**src/quoted_word_tokenizer_core_defines.svh**
```systemverilog
// Assertion helpers for the tokenizer core RTL
`ifndef QUOTED_WORD_TOKENIZER_CORE_DEFINES_SVH
`define QUOTED_WORD_TOKENIZER_CORE_DEFINES_SVH

// Same-cycle implication, sampled on clock, off during reset
`define QWT_ASSERT_NOW(label, ante, cons, msg) \
   label: assert property (@(posedge clock) disable iff (reset) (ante) |-> (cons)) \
      else $error(msg);

// Next-cycle implication, sampled on clock, off during reset
`define QWT_ASSERT_NEXT(label, ante, cons, msg) \
   label: assert property (@(posedge clock) disable iff (reset) (ante) |=> (cons)) \
      else $error(msg);

`endif

```
**src/qwt_pkg.sv**
```systemverilog
package qwt_pkg;

   localparam int MaxResults = 3;
   localparam int CountW     = 2;

   localparam logic [7:0] ChNul       = 8'h00;
   localparam logic [7:0] ChSpace     = 8'h20;
   localparam logic [7:0] ChSingle    = 8'h27;
   localparam logic [7:0] ChDouble    = 8'h22;
   localparam logic [7:0] ChBackslash = 8'h5C;

   localparam logic [6:0] MaxTokensReset = 7'd64;

   typedef enum logic [1:0] {
      KindChar = 2'd0,
      KindEnd  = 2'd1,
      KindOk   = 2'd2,
      KindErr  = 2'd3
   } kind_type;

   typedef enum logic [1:0] {
      QuoteNone   = 2'd0,
      QuoteSingle = 2'd1,
      QuoteDouble = 2'd2
   } quote_type;

   typedef struct packed {
      logic       escape_pending;
      quote_type  quote_kind;
      logic       token_open;
      logic [6:0] tokens_done;
      logic       line_stopped;
   } state_type;

   typedef struct packed {
      kind_type   kind;
      logic [7:0] token_char;
      logic [5:0] token_index;
      logic [6:0] token_count;
      logic       last;
   } result_type;

   function automatic result_type make_result(kind_type k, logic [7:0] c,
                                              logic [5:0] idx, logic [6:0] cnt);
      result_type r;
      r.kind        = k;
      r.token_char  = c;
      r.token_index = idx;
      r.token_count = cnt;
      r.last        = 1'b0;
      return r;
   endfunction

endpackage

```
**src/qwt_step.sv**
```systemverilog
module qwt_step (
   input  qwt_pkg::state_type                          state_cur,
   input  logic [7:0]                                  ch,
   input  logic                                        end_of_line,
   input  logic [6:0]                                  limit,
   output qwt_pkg::state_type                          state_nxt,
   output qwt_pkg::result_type [qwt_pkg::MaxResults-1:0] res,
   output logic [qwt_pkg::CountW-1:0]                  res_cnt
);
   import qwt_pkg::*;

   always_comb begin
      state_type          st;
      logic [CountW-1:0]  n;
      logic               literal;
      quote_type          qc;

      st      = state_cur;
      res     = '0;
      n       = '0;
      literal = 1'b0;

      case (ch)
         ChSingle: qc = QuoteSingle;
         ChDouble: qc = QuoteDouble;
         default:  qc = QuoteNone;
      endcase

      if (!st.line_stopped) begin
         if (ch == ChNul) begin
            st.line_stopped = 1'b1;
         end else begin
            literal = 1'b1;
            if (!st.escape_pending) begin
               if (ch == ChBackslash) begin
                  st.escape_pending = 1'b1;
                  literal           = 1'b0;
               end else if (st.quote_kind != QuoteNone) begin
                  if (qc == st.quote_kind) begin
                     st.quote_kind = QuoteNone;
                     literal       = 1'b0;
                  end
               end else if (ch == ChSpace) begin
                  if (st.token_open) begin
                     res[n]         = make_result(KindEnd, 8'h00, st.tokens_done[5:0], 7'd0);
                     n              = n + 1'b1;
                     st.token_open  = 1'b0;
                     st.tokens_done = st.tokens_done + 7'd1;
                  end
                  literal = 1'b0;
               end else if (qc != QuoteNone) begin
                  st.quote_kind = qc;
                  literal       = 1'b0;
               end
            end
            if (literal) begin
               // a fresh token past the limit stops the line
               if (!st.token_open && st.tokens_done >= limit) begin
                  st.line_stopped = 1'b1;
               end else begin
                  st.token_open     = 1'b1;
                  res[n]            = make_result(KindChar, ch, st.tokens_done[5:0], 7'd0);
                  n                 = n + 1'b1;
                  st.escape_pending = 1'b0;
               end
            end
         end
      end

      if (end_of_line) begin
         if (st.token_open) begin
            res[n]         = make_result(KindEnd, 8'h00, st.tokens_done[5:0], 7'd0);
            n              = n + 1'b1;
            st.tokens_done = st.tokens_done + 7'd1;
         end
         if (st.quote_kind != QuoteNone || st.escape_pending) begin
            res[n] = make_result(KindErr, 8'h00, 6'd0, 7'd0);
         end else begin
            res[n] = make_result(KindOk, 8'h00, 6'd0, st.tokens_done);
         end
         n  = n + 1'b1;
         st = '0;
      end

      if (n != '0) begin
         res[n - 1'b1].last = 1'b1;
      end

      state_nxt = st;
      res_cnt   = n;
   end

endmodule

```
**src/quoted_word_tokenizer_core.sv**
```systemverilog
// Shell-style word tokenizer, one line character per req beat. Characters
// pass through an input register, a single step of decode logic and into a
// result register holding every result the character causes (a token
// character, a token end and a line status, three at most). The rsp port
// sends one result per cycle while rsp_ready is high, so a character giving
// at most one result sustains one character per cycle; a character that
// gives more results holds the result port until its last one is taken. The
// first rsp beat of a character leaves the result register, after the input
// register. Write csr_max_tokens only while no line characters are in flight
// and all results have been taken.
module quoted_word_tokenizer_core #(
   parameter int TOKEN_LIMIT = 64
) (
   input  logic       clock,
   input  logic       reset,

   input  logic       csr_valid,
   output logic       csr_ready,
   input  logic [6:0] csr_max_tokens,

   input  logic       req_valid,
   output logic       req_ready,
   input  logic [7:0] req_ch,
   input  logic       req_end_of_line,

   output logic       rsp_valid,
   input  logic       rsp_ready,
   output logic [1:0] rsp_kind,
   output logic [7:0] rsp_token_char,
   output logic [5:0] rsp_token_index,
   output logic [6:0] rsp_token_count,
   output logic       rsp_last
);
   import qwt_pkg::*;
   `include "quoted_word_tokenizer_core_defines.svh"

   logic [6:0]  max_tokens_ff;
   logic [6:0]  limit;

   logic        in_valid_ff;
   logic [7:0]  in_ch_ff;
   logic        in_eol_ff;

   state_type   state_ff;
   state_type   state_nxt;

   result_type [MaxResults-1:0] step_res;
   logic [CountW-1:0]           step_cnt;

   result_type [MaxResults-1:0] bundle_ff;
   result_type [MaxResults-1:0] bundle_in;
   logic [CountW-1:0]           cnt_ff;
   logic [CountW-1:0]           cnt_in;

   logic        pop;
   logic        bundle_free;
   logic        load;

   logic        status_beat;
   logic        line_idle;

   assign csr_ready = 1'b1;

   always_ff @(posedge clock) begin
      if (reset) begin
         max_tokens_ff <= MaxTokensReset;
      end else if (csr_valid && csr_ready) begin
         max_tokens_ff <= csr_max_tokens;
      end
   end

   assign limit = (int'(max_tokens_ff) < TOKEN_LIMIT) ? max_tokens_ff : 7'(TOKEN_LIMIT);

   qwt_step u_step (
      .state_cur   (state_ff),
      .ch          (in_ch_ff),
      .end_of_line (in_eol_ff),
      .limit       (limit),
      .state_nxt   (state_nxt),
      .res         (step_res),
      .res_cnt     (step_cnt)
   );

   assign rsp_valid   = (cnt_ff != '0);
   assign pop         = rsp_valid && rsp_ready;
   // the bundle takes a new item once its final result goes out
   assign bundle_free = (cnt_ff == '0) || (cnt_ff == CountW'(1) && pop);
   assign load        = in_valid_ff && bundle_free;
   assign req_ready   = !in_valid_ff || load;

   always_ff @(posedge clock) begin
      if (reset) begin
         in_valid_ff <= 1'b0;
      end else if (req_ready) begin
         in_valid_ff <= req_valid;
      end
   end

   always_ff @(posedge clock) begin
      if (req_valid && req_ready) begin
         in_ch_ff  <= req_ch;
         in_eol_ff <= req_end_of_line;
      end
   end

   always_ff @(posedge clock) begin
      if (reset) begin
         state_ff <= '0;
      end else if (load) begin
         state_ff <= state_nxt;
      end
   end

   always_comb begin
      bundle_in = bundle_ff;
      cnt_in    = cnt_ff;
      if (load) begin
         bundle_in = step_res;
         cnt_in    = step_cnt;
      end else if (pop) begin
         // advance to the next pending result
         for (int i = 0; i < MaxResults - 1; i++) begin
            bundle_in[i] = bundle_ff[i + 1];
         end
         bundle_in[MaxResults-1] = '0;
         cnt_in = cnt_ff - 1'b1;
      end
   end

   always_ff @(posedge clock) begin
      if (reset) begin
         cnt_ff <= '0;
      end else begin
         cnt_ff <= cnt_in;
      end
   end

   always_ff @(posedge clock) begin
      bundle_ff <= bundle_in;
   end

   assign rsp_kind        = bundle_ff[0].kind;
   assign rsp_token_char  = bundle_ff[0].token_char;
   assign rsp_token_index = bundle_ff[0].token_index;
   assign rsp_token_count = bundle_ff[0].token_count;
   assign rsp_last        = bundle_ff[0].last;

   assign status_beat = (bundle_ff[0].kind == KindOk) || (bundle_ff[0].kind == KindErr);
   assign line_idle   = (state_ff.tokens_done == 7'd0) && !state_ff.token_open &&
                        !state_ff.line_stopped;

   `QWT_ASSERT_NOW(a_last_is_final, rsp_valid && rsp_last, cnt_ff == CountW'(1), "last not final")
   `QWT_ASSERT_NOW(a_status_is_last, rsp_valid && status_beat, rsp_last, "status without last")
   `QWT_ASSERT_NEXT(a_eol_clears, load && in_eol_ff, line_idle, "line state not cleared")

endmodule
```
**config.mk**
```make
export PLATFORM = sky130hd
export DESIGN_NAME = quoted_word_tokenizer_core
export DESIGN_NICKNAME = d
export VERILOG_FILES = /design/src/qwt_pkg.sv /design/src/qwt_step.sv /design/src/quoted_word_tokenizer_core.sv
export VERILOG_INCLUDE_DIRS = /design/src /design/src/src
export SDC_FILE = /design/constraint.sdc
export NUM_CORES = 1
export LEC_CHECK = 0
export BUFFER_PORTS_ARGS = -buffer_cell sky130_fd_sc_hd__buf_2
export CAP_MARGIN = 0
export CORE_ASPECT_RATIO = 0.5
export CORE_MARGIN = 3
export CORE_UTILIZATION = 55
export DETAILED_ROUTE_END_ITERATION = 16
export GPL_ROUTABILITY_DRIVEN = 0
export PLACE_DENSITY = 0.72
export SETUP_SLACK_MARGIN = 0.3
export SYNTH_ARGS = -nofsm -noshare
export SYNTH_HDL_FRONTEND = slang
export SYNTH_SLANG_ARGS = --single-unit
```
**constraint.sdc**
```tcl
create_clock -name clock -period 7.4 [get_ports clock]
set_input_delay 0.74 -clock clock [delete_from_list [all_inputs] [get_ports clock]]
set_output_delay 0.74 -clock clock [all_outputs]
set_load 0.01 [all_outputs]
```
* Word-level counts from Yosys, hierarchy flattened
Index checks and enable logic that the tools add are counted.
** Word-level totals
- Output and inout port bits :: 27
- Register bits :: 103
- Input port bits :: 21
** Cells by class
- Multiplexer cells :: 80
- Equality and inequality tests :: 6
- Bitwise logic cells :: 3
- Add/subtract/negate cells :: 7
- Order comparisons :: 10
- Reductions and logical operators :: 22
** Operators with widths (count)
- two-way mux 72 bit :: 11
- bitwise mux 72 bit :: 4
- two-way mux 24 bit :: 9
- demux 24 bit (select 2 bit) :: 4
- bitwise AND 66 bit :: 1
- NOT 66 bit :: 1
- two-way mux 11 bit :: 4
- two-way mux 2 bit :: 18
- two-way mux 7 bit :: 4
- equality test 8 x 6 -> 1 bit, second input constant :: 3
- two-way mux 12 bit :: 2
- two-way mux 23 bit :: 1
- two-way mux 1 bit :: 19
- two-way mux 8 bit :: 2
- adder 7 x 1 -> 7 bit, second input constant :: 2
- < comparator 2 x 3 -> 1 bit, second input constant :: 4
- nonzero test 2 bit :: 6
- two-way mux 10 bit :: 1
- logical AND 1 bit :: 9
- equality test 8 x 7 -> 1 bit, second input constant :: 1
- greater-or-equal comparator 2 x 1 -> 1 bit, second input constant :: 4
- zero test 8 bit :: 1
- greater-or-equal comparator 7 bit :: 1
- < comparator 7 bit, second input constant :: 1
- other kinds (9) :: 15

* Logic depth before layout (Yosys ltp)
Gate-level depths: netlist (run 1).
- Depth in word-level cells :: 30
- Depth in mapped cells :: 22
- Mapped depth without buffers :: 19

* Modules after synthesis
From an unflattened synthesis (run 1), not the netlist that was laid out.
** Second synthesis, totals
- Cells, all modules :: 594
- Area, all modules :: 6438.7 µm²
** Modules (own cells, without submodules)
- quoted_word_tokenizer_core :: instances 1, area an instance 4501.8 µm², sequential area each 2872.8 µm², cells an instance 296
- qwt_step :: instances 1, area an instance 1936.9 µm², sequential area each 0.0 µm², cells an instance 298

* Worst setup path after synthesis (run 1)
No wires, ideal clock.
- Path type :: flip-flop to flip-flop
- Start point :: register in_ch_ff[6]
- End point :: register bundle_ff, in the netlist rsp_token_char[0] (data pin)
- Arrival time :: 4736 ps
- Buffers on the path :: 2
- Slack :: 2531 ps
- Stages on the path, launching flop included :: 20
- Data required time :: 7267 ps
- Setup time :: 133 ps
- Cells stage by stage :: edfxtp_1 nor3_2 and4_1 buf_6 and2_4 buf_2 mux2_2 ha_1 nand2_1 o21ai_0 a221oi_2 a21o_1 ha_1 a21o_1 and2_1 ha_1 o22ai_4 o21ai_4 a2111oi_4 a22o_1
** RTL lines
- start: declaration :: line quoted_word_tokenizer_core.sv:41 : logic [7:0] in_ch_ff;
- start signal: assignment :: line quoted_word_tokenizer_core.sv:101 : in_ch_ff <= req_ch;
- end signal: assignment :: line quoted_word_tokenizer_core.sv:139 : bundle_ff <= bundle_in;
- end: declaration :: line quoted_word_tokenizer_core.sv:50 : result_type [MaxResults-1:0] bundle_ff;

* Final worst setup path (run 1)
- Start point :: register in_ch_ff[2]
- End point :: register bundle_ff[70] (netlist bit) (data pin)
** Between the ends
- Word-level cells in the longest chain between the ends :: 26
- Elaborated cells on any way between the ends :: 87
- Classes of those cells :: add/sub: 4; order compare: 7; eq/ne: 5; mux: 60; bitwise: 1; reduce/logical: 10
** RTL lines
- equality test 8 x 6 -> 1 bit (on tied branches) :: line qwt_step.sv:43, qwt_step.sv:23
- two-way mux 8 bit or one-hot mux 2 bit (2 select lines) (tied branches) :: line qwt_step.sv:43, qwt_step.sv:23
- two-way mux 8 bit or nonzero test 2 bit (tied branches) :: line qwt_step.sv:38, qwt_step.sv:51
- two-way mux 10 bit or two-way mux 1 bit (tied branches) :: line qwt_step.sv:35, qwt_step.sv:51
- two-way mux 11 bit or two-way mux 1 bit (tied branches) :: line qwt_step.sv:34, qwt_step.sv:43
- two-way mux 11 bit or two-way mux 1 bit (tied branches) :: line qwt_step.sv:30, qwt_step.sv:38
- two-way mux 11 bit or two-way mux 1 bit (tied branches) :: line qwt_step.sv:29, qwt_step.sv:35
- greater-or-equal comparator 7 bit (tied with other cells) :: line qwt_step.sv:58 : if (!st.token_open && st.tokens_done >= limit) begin
- [10 not listed]
- two-way mux 24 bit (implied by the code) or two-way mux 72 bit (tied branches) :: line qwt_step.sv:77, qwt_step.sv:79, qwt_step.sv:71
- demux 24 bit (select 2 bit) or two-way mux 72 bit (tied branches)
- bitwise mux 72 bit or bitwise OR 6 bit (tied branches)
- two-way mux 72 bit :: line qwt_step.sv:76 : if (st.quote_kind != QuoteNone || st.escape_pending) begin
- two-way mux 72 bit :: line qwt_step.sv:70 : if (end_of_line) begin
- bitwise mux 72 bit :: line qwt_step.sv:86 : res[n - 1'b1].last = 1'b1;
- two-way mux 72 bit * :: line qwt_step.sv:85 : if (n != '0) begin
- two-way mux 72 bit * :: line quoted_word_tokenizer_core.sv:117 : if (load) begin
Every way passes the cells marked *; elsewhere a longest branch is shown, timed or not. The select of a mux whose other input is x is not followed.
A chain may end at the register's enable or synchronous reset.

==> qor.csv, run 1 <==
stage,metric,value,unit
floorplanning,core area,0.008979,sq mm
sta,RSZ-0062 raised after global routing,false,
global_route,Total GRT Usage,0.2216,
power_and_ir_drop,maximum vdd ir drop,0.1422,mV
cts,post-cts sizing count,0,
synth,Post-Syn Area per Cell,10.84,sq um
sta,final setup violation count,0,
cells_and_area,# diodes,0,
detailed_routing,WL final,11.13,mm
sta,Final Skew,0.005611,ns
sta,max-slew violations,0,
cells_and_area,fin nets,538,
critical_path,CP Max Fanout,12,
placed_design,number of I/O port buffers,46,
cells_and_area,share of cells above drive strength 1,0.1818,
min_path,Min-Delay Startpoint,max_tokens_ff[1]$_SDFFE_PP0P_,
sta,ratio of final minimum period to clock period,0.7564,
sta,Slew headroom,0.5586,
floorplanning,initial core utilization,0.5817,
synth,synthesized instance count,482,
cts,Post CTS Setup Buffer Count,0,
job,Max Cap Violations,0,
floorplanning,num ports,48,
critical_path,CP bufs+invs,0,
sta,min setup slack post-route,1.802,ns
floorplanning,floorplan row count,24,
critical_path,start of the worst register-to-register path,in_ch_ff[2]$_DFFE_PP_,
placed_design,DPL Wire Length,7.845,mm
synth,Synth top area share,0.4197,
critical_path,CP startpoint,in_ch_ff[2]$_DFFE_PP_,
cts,Clock Latency Late Sink,0.35,ns
global_route,met1 Use GR,0.3127,
cts,CTS Buf Count,9,
critical_path,WP data required,7.48,ns
sta,Final Hold Slack,0.5155,ns
critical_path,crit end category,flop,
cells_and_area,P&R area growth vs syn,7.451,%
sta,Slew @ Worst Pin,0.6607,ns
synth,number of synthesized register bits,95,
critical_path,Setup Crit Path Kind,flop to flop,
outcome,status,"finished, final reports clean",
cts,Worst-path clk slew,0.07,ns
cts,CTS tree,done,
critical_path,crit path cell chain,"nor3_4, and4_1, and2_4, mux2_2, ha_1, nand2_1, o21ai_0, a221oi_2, a21o_1, ha_1, a21o_1, and2_1, ha_1, o22ai_4, nand2_1, nand3_1, o21ai_0",
sta,Fin. Hold Viols,0,
sta,TNS Setup,0,ns
synth,Cell variety after synth,76,
critical_path,crit-path most repeated cell,ha_1,
detailed_routing,first-pass iteration count of the detailed router,5,
synth,"EDFF count, synth",73,
min_path,Hold Path End,max_tokens_ff[1]$_SDFFE_PP0P_,
cts,CTS sink cnt,95,
cts,htree depth,3,
cts,root buffer cell,clkbuf_16,
min_path,Hold Crit Class,flop to flop,
critical_path,Max stage delay on crit path,0.56,ns
critical_path,Critical Path AT,5.68,ns
global_route,GR Util met3,0.07424,
detailed_routing,via count,3717,
power_and_ir_drop,LEAKAGE,0.002089,uW
synth,Most used DFF post-synth,edfxtp_1,
global_route,gr busiest metal,met2,
detailed_routing,DRC violations left,0,
critical_path,CP startpoint kind,flop,
critical_path,number of cells on the critical path,17,
detailed_routing,vias per inst,5.966,
sta,fmax,178.6,MHz
power_and_ir_drop,PD cells,261.5,mW/mm^2
floorplanning,die width,143.8,um
synth,synth warn,0,
cells_and_area,Non-Filler Instances,623,
critical_path,kind of cell adding the most delay to the critical path,simple AND/OR/NAND/NOR gates,
global_route,pin count of the biggest net entering global routing,58,
floorplanning,Die ar.,0.01077,sq mm
sta,fin crit period,5.598,ns
critical_path,worst reg2reg path endpoint,bundle_ff[70]$_SDFFCE_PN0P_,
synth,"area leader, netlist",edfxtp_1,
critical_path,Critical-path top delay cell,edfxtp_1,
detailed_routing,Starting DRT DRC Count,406,
global_route,global-route wire length before repair,18.29,mm
global_route,grt ovf,0,
placed_design,"worst slack, placed",1.844,ns
critical_path,Reg2Reg Setup Slack,1.80,ns
placed_design,placed cell count,607,
synth,Synth area leaders,"edfxtp_1 (42%), dfxtp_1 (8.4%), buf_4 (3.9%)",
detailed_routing,"antenna viol nets, final",0,
min_path,Hold Path Depth,2,
global_route,met2 usage,0.3326,
cts,"Hold-fix buffers, CTS",0,
cts,CTS Buffer Depth,2,
synth,mapped cell area,0.005223,sq mm
synth,Post-synth ARST share,0,
cells_and_area,Util after Layout,0.6250,
detailed_routing,drt wl/cell,17.87,um
global_route,initial antenna violation count,0,
floorplanning,Die Height,74.91,um
global_route,vias in the first global route,3505,
synth,sequential share of the synthesized area,0.5041,
critical_path,R2R cell count,17,
[synthesized netlist by cell type, types with 4 or more instances]
master    count
a22oi_1       9
clkbuf_1     12
nand3_1      10
o21ai_0      21
dfxtp_1      22
xor2_1        5
a21o_1        6
xnor2_1      11
edfxtp_1     73
and2_1        4
buf_4        27
nand2_1      50
nor2_1       42
buf_2         4
a22o_1       16
and3_1        7
nand4_1       5
o211ai_1      4
a32o_1        9
ha_1         16
a21oi_1      24
nor3_1        9
mux2i_1       8
nor2b_1       8
inv_1        11
[stage by stage]
step / area (sq um) / power (uW)
floorplan: 5249 / 987.3
global placement: 5339 / 1036
detailed placement: 5339 / 1043
CTS: 5612 / 1473
global route: 5612 / 1539
finish: 5612 / 1467
[cell families (layout without fill, tap and decap cells)]
logic type,Yosys count,count (layout),synth area share
AND/OR/NAND/NOR,170,170,0.1711
XOR/XNOR,17,17,0.02995
other,2,9,0.001438
buffers and inverters,59,76,0.06732
flip-flops,95,95,0.5041
AO/OA/AOI/OAI,112,112,0.1648
adder cells (fa/ha/maj),16,16,0.03833
multiplexers,11,11,0.02300
[worst reg2reg max path: cells and delay by family (launching register included)]
| family | cells | cell delay [ns] |
|---|---|---|
| simple gates | 7 | 1.91 |
| mux | 1 | 0.35 |
| fa+ha+maj | 3 | 0.93 |
| flops | 1 | 0.56 |
| compound gates | 6 | 1.56 |
[where the power goes]
| group | internal (uW) | switching (uW) |
|---|---|---|
| registers | 700 | 34.3 |
| logic | 106 | 194 |
| clock network | 230 | 203 |
[worst max-delay path by stage]
stage                                       end
floorplan           rsp_token_char[0]$_DFFE_PP_
global placement    rsp_token_char[0]$_DFFE_PP_
detailed placement  bundle_ff[70]$_SDFFCE_PN0P_
CTS                 rsp_token_char[0]$_DFFE_PP_
global route        bundle_ff[70]$_SDFFCE_PN0P_
finish              bundle_ff[70]$_SDFFCE_PN0P_
[registers in the layout, indices dropped and copies added, names as in the netlist]
name             count
bundle_ff           40
state_ff            12
in_ch_ff             8
rsp_token_char       8
max_tokens_ff        7
rsp_token_count      7
rsp_token_index      6
cnt_ff               2
rsp_kind             2
in_eol_ff            1
in_valid_ff          1
rsp_last             1
[layer usage]
metal	wire length [um]	up-vias
li1	-	1793
met1	5306	1781
met2	4777	124
met3	889	19
met4	161	0
met5	0	-
[cells in the final DEF, fill, tap and decap left out, drive strengths merged, types with 5 or more instances in the layout]
master,n
edfxtp,73
a32o,9
xor2,5
o21ai,23
a22oi,10
nand4,5
xnor2,12
nor3,11
clkbuf,10
nor2,44
ha,16
nor2b,8
and3,7
mux2i,9
a21oi,25
and2,6
nand3,12
buf,48
a22o,18
a21o,6
conb,9
nand2,52
inv,13
dfxtp,22
[final cells by class]
cell class              count  area (sq um)
clock buffers              10         229.0
well taps                 117         146.4
fillers                   742          3367
clock inverters             6         43.79
flip-flops and latches     95          2633
repair buffers             48         245.2
multi-input cells         335          2268
inverters                  12         46.29
Note: power is estimated with default switching activity, not from simulation.
==> run 2, diff against run 1 <==
clock period = 5.5 ns   (was 7.4 ns; I/O delays follow)
==> run 2 against run 1 <==
  * Worst setup slack worse by 1.1 ns
  * Critical path depth is 1 higher
  * Largest cell class unchanged
  * Total power is 43% higher
  * Maximum frequency is 16% higher
  * Cell area is 2.0% higher
  * Clock power is 62% higher
  * Non-clock buffer count is 6 higher
  * Combinational power is 36% higher
  * Sequential cell count stayed put
  * Die area stayed put
==> qor.csv, run 2 (synthesized netlist as in run 1, its figures left out) <==
stage,metric,value,unit,change
outcome,status,"finished, final reports clean",,unchanged
sta,RSZ-0062 raised after global routing,false,,unchanged
sta,Final Hold Slack,0.3695,ns,was 0.5155 ns
cells_and_area,"commonest non-fill, non-tap cell in the layout",edfxtp_1,,unchanged
floorplanning,floorplan row count,24,,unchanged
global_route,global-route wire length before repair,18.36,mm,was 18.29 mm
detailed_routing,vias per inst,5.941,,was 5.966
cells_and_area,Fillers,723,,was 742
detailed_routing,WL final,11.02,mm,was 11.13 mm
cells_and_area,max reg flops,40,,unchanged
cells_and_area,fin nets,544,,was 538
placed_design,"Cell Area, Placed",0.005361,sq mm,was 0.005339 sq mm
sta,Final Skew,0.005669,ns,was 0.005611 ns
cells_and_area,Largest Register,bundle_ff,,unchanged
sta,fmax,207.6,MHz,was 178.6 MHz
cts,CTS sink cnt,95,,unchanged
global_route,pin count of the biggest net entering global routing,58,,unchanged
job,Max Cap Violations,0,,unchanged
power_and_ir_drop,Int Pwr,1497,uW,was 1036 uW
min_path,Hold Crit Class,primary input to flop,,was flop to flop
cells_and_area,# diodes,0,,unchanged
cts,Worst-path clk slew,0.07,ns,about the same
cts,CTS tree,done,,unchanged
power_and_ir_drop,switching power total,596.1,uW,was 431.6 uW
cells_and_area,Top Registers,"bundle_ff x40, state_ff x12",,unchanged
detailed_routing,"antenna viol nets, final",0,,unchanged
placed_design,DPL Wire Length,7.762,mm,was 7.845 mm
critical_path,Setup Crit Path Kind,flop to flop,,unchanged
sta,max-slew violations,0,,unchanged
critical_path,crit end category,flop,,unchanged
detailed_routing,drt wl/cell,17.52,um,was 17.87 um
sta,fin crit period,4.816,ns,was 5.598 ns
critical_path,WP data required,5.58,ns,was 7.48 ns
placed_design,number of I/O port buffers,46,,unchanged
sta,final setup violation count,0,,unchanged
sta,Fin. Hold Viols,0,,unchanged
cts,Clock Latency Late Sink,0.35,ns,about the same
detailed_routing,DRC violations left,0,,unchanged
sta,ratio of final minimum period to clock period,0.8757,,was 0.7564
cts,htree depth,3,,unchanged
critical_path,Critical Path AT,4.89,ns,was 5.68 ns
power_and_ir_drop,PD cells,365.7,mW/mm^2,was 261.5 mW/mm^2
sta,min setup slack post-route,0.6838,ns,was 1.802 ns
cts,CTS Buf Count,9,,unchanged
cells_and_area,Util after Layout,0.6377,,was 0.6250
power_and_ir_drop,Clock Power Share,0.334,,was 0.295
critical_path,Reg2Reg Setup Slack,0.68,ns,was 1.80 ns
global_route,Total GRT Usage,0.2241,,was 0.2216
power_and_ir_drop,Sw Ratio,0.2847,,was 0.2941
floorplanning,Die Height,74.91,um,unchanged
critical_path,CP startpoint kind,flop,,unchanged
sta,Slew @ Worst Pin,0.6358,ns,was 0.6607 ns
cells_and_area,share of cells above drive strength 1,0.1992,,was 0.1818
floorplanning,num ports,48,,unchanged
detailed_routing,first-pass iteration count of the detailed router,5,,unchanged
floorplanning,initial core utilization,0.5817,,unchanged
cts,CTS Buffer Depth,2,,unchanged
power_and_ir_drop,sequential power share,0.470,,was 0.501
power_and_ir_drop,LEAKAGE,0.002152,uW,was 0.002089 uW
cells_and_area,"Design Area, Final",0.005725,sq mm,was 0.005612 sq mm
floorplanning,Die ar.,0.01077,sq mm,unchanged
placed_design,"worst slack, placed",0.5225,ns,was 1.844 ns
cells_and_area,P&R area growth vs syn,9.631,%,was 7.451%
detailed_routing,Starting DRT DRC Count,260,,was 406
power_and_ir_drop,maximum vdd ir drop,0.1932,mV,was 0.1422 mV
detailed_routing,via count,3737,,was 3717
global_route,grt ovf,0,,unchanged
cts,root buffer cell,clkbuf_16,,unchanged
sta,TNS Setup,0,ns,unchanged
floorplanning,die width,143.8,um,unchanged
global_route,vias in the first global route,3482,,was 3505
global_route,initial antenna violation count,0,,unchanged
sta,Slew headroom,0.5752,,was 0.5586
critical_path,CP Max Fanout,12,,unchanged
cells_and_area,most frequent cells in the layout,"edfxtp_1 (73), nand2_1 (49), buf_2 (46)",,"was edfxtp_1 (73), nand2_1 (50), buf_2 (46)"
power_and_ir_drop,combinational fraction of design power,0.196,,was 0.205
floorplanning,core area,0.008979,sq mm,unchanged
-- run 2: cell count changes in the layout (fill, tap and decap cells not counted), moves of 2 or more --
cell | previous run | this run
bufinv_16 | 0 | 2
o21ai_1 | 1 | 3
o21ai_0 | 21 | 19
buf_4 | 2 | 8
-- run 2: final cells by class --
class	instances	area, sq um	share of cell area
Timing Repair Buffer	54	290.3	0.05070
Multi-Input combinational cell	335	2272	0.3969
Clock inverter	7	112.6	0.01967
Inverter	12	46.29	0.008086
Clock buffer	9	225.2	0.03934
Tap cell	117	146.4	0.02557
Sequential cell	95	2633	0.4598
-- run 2: worst paths after layout --
path | start | endpoint | cells after the start
max | in_ch_ff[6]$_DFFE_PP_ | bundle_ff[46]$_DFFE_PP_ | 18
min | req_ch[5] | in_ch_ff[5]$_DFFE_PP_ | 1
max reg2reg | in_ch_ff[6]$_DFFE_PP_ | bundle_ff[46]$_DFFE_PP_ | 18
min reg2reg | max_tokens_ff[2]$_SDFFE_PP0P_ | max_tokens_ff[2]$_SDFFE_PP0P_ | 2
-- run 2: worst max-delay path: stages (launching register included) --
cell and delay, ns:
edfxtp_1 0.47, nor3_2 0.30, and4_1 0.26, and2_4 0.23, nand2_1 0.08, xnor2_1 0.20
ha_1 0.30, a21oi_1 0.14, nand2_1 0.11, a221oi_2 0.31, a21o_2 0.22, ha_1 0.30
a21o_1 0.17, and2_1 0.16, ha_1 0.33, o22ai_4 0.12, nor2_2 0.41, or2_1 0.26
o311ai_0 0.15
-- run 2: through the flow --
step / power [uW] / instances
floorplan: 1328 / 489
global placement: 1397 / 610
detailed placement: 1403 / 610
CTS: 2104 / 626
global route: 2190 / 629
finish: 2094 / 629
-- run 2: timing repair --
| action | 4_1_cts | 5_1_grt |
|---|---|---|
| hold endpoints to repair | 0 | 0 |
| buffers inserted | 0 | 3 |
| resized for setup | 0 | 4 |
| hold buffers | 0 | 0 |
| setup endpoints to repair | 0 | 24 |
-- run 2: layer usage --
layer / part of all wire / track usage / up-vias
li1: - / - / 1807
met1: 0.48 / 0.3284 / 1784
met2: 0.44 / 0.3347 / 137
met3: 0.069 / 0.05838 / 9
met4: 0.011 / 0.05950 / 0
met5: 0 / 0 / -
-- run 2: power groups by stage --
stage	Combinational, uW	Clock [uW]	Sequential [uW]
3_5_place_dp	403	0	1000
4_1_cts	406	712	986
5_1_grt	456	735	999
6_report	409	699	985
3_3_place_gp	398	0	999
2_1_floorplan	337	0	992
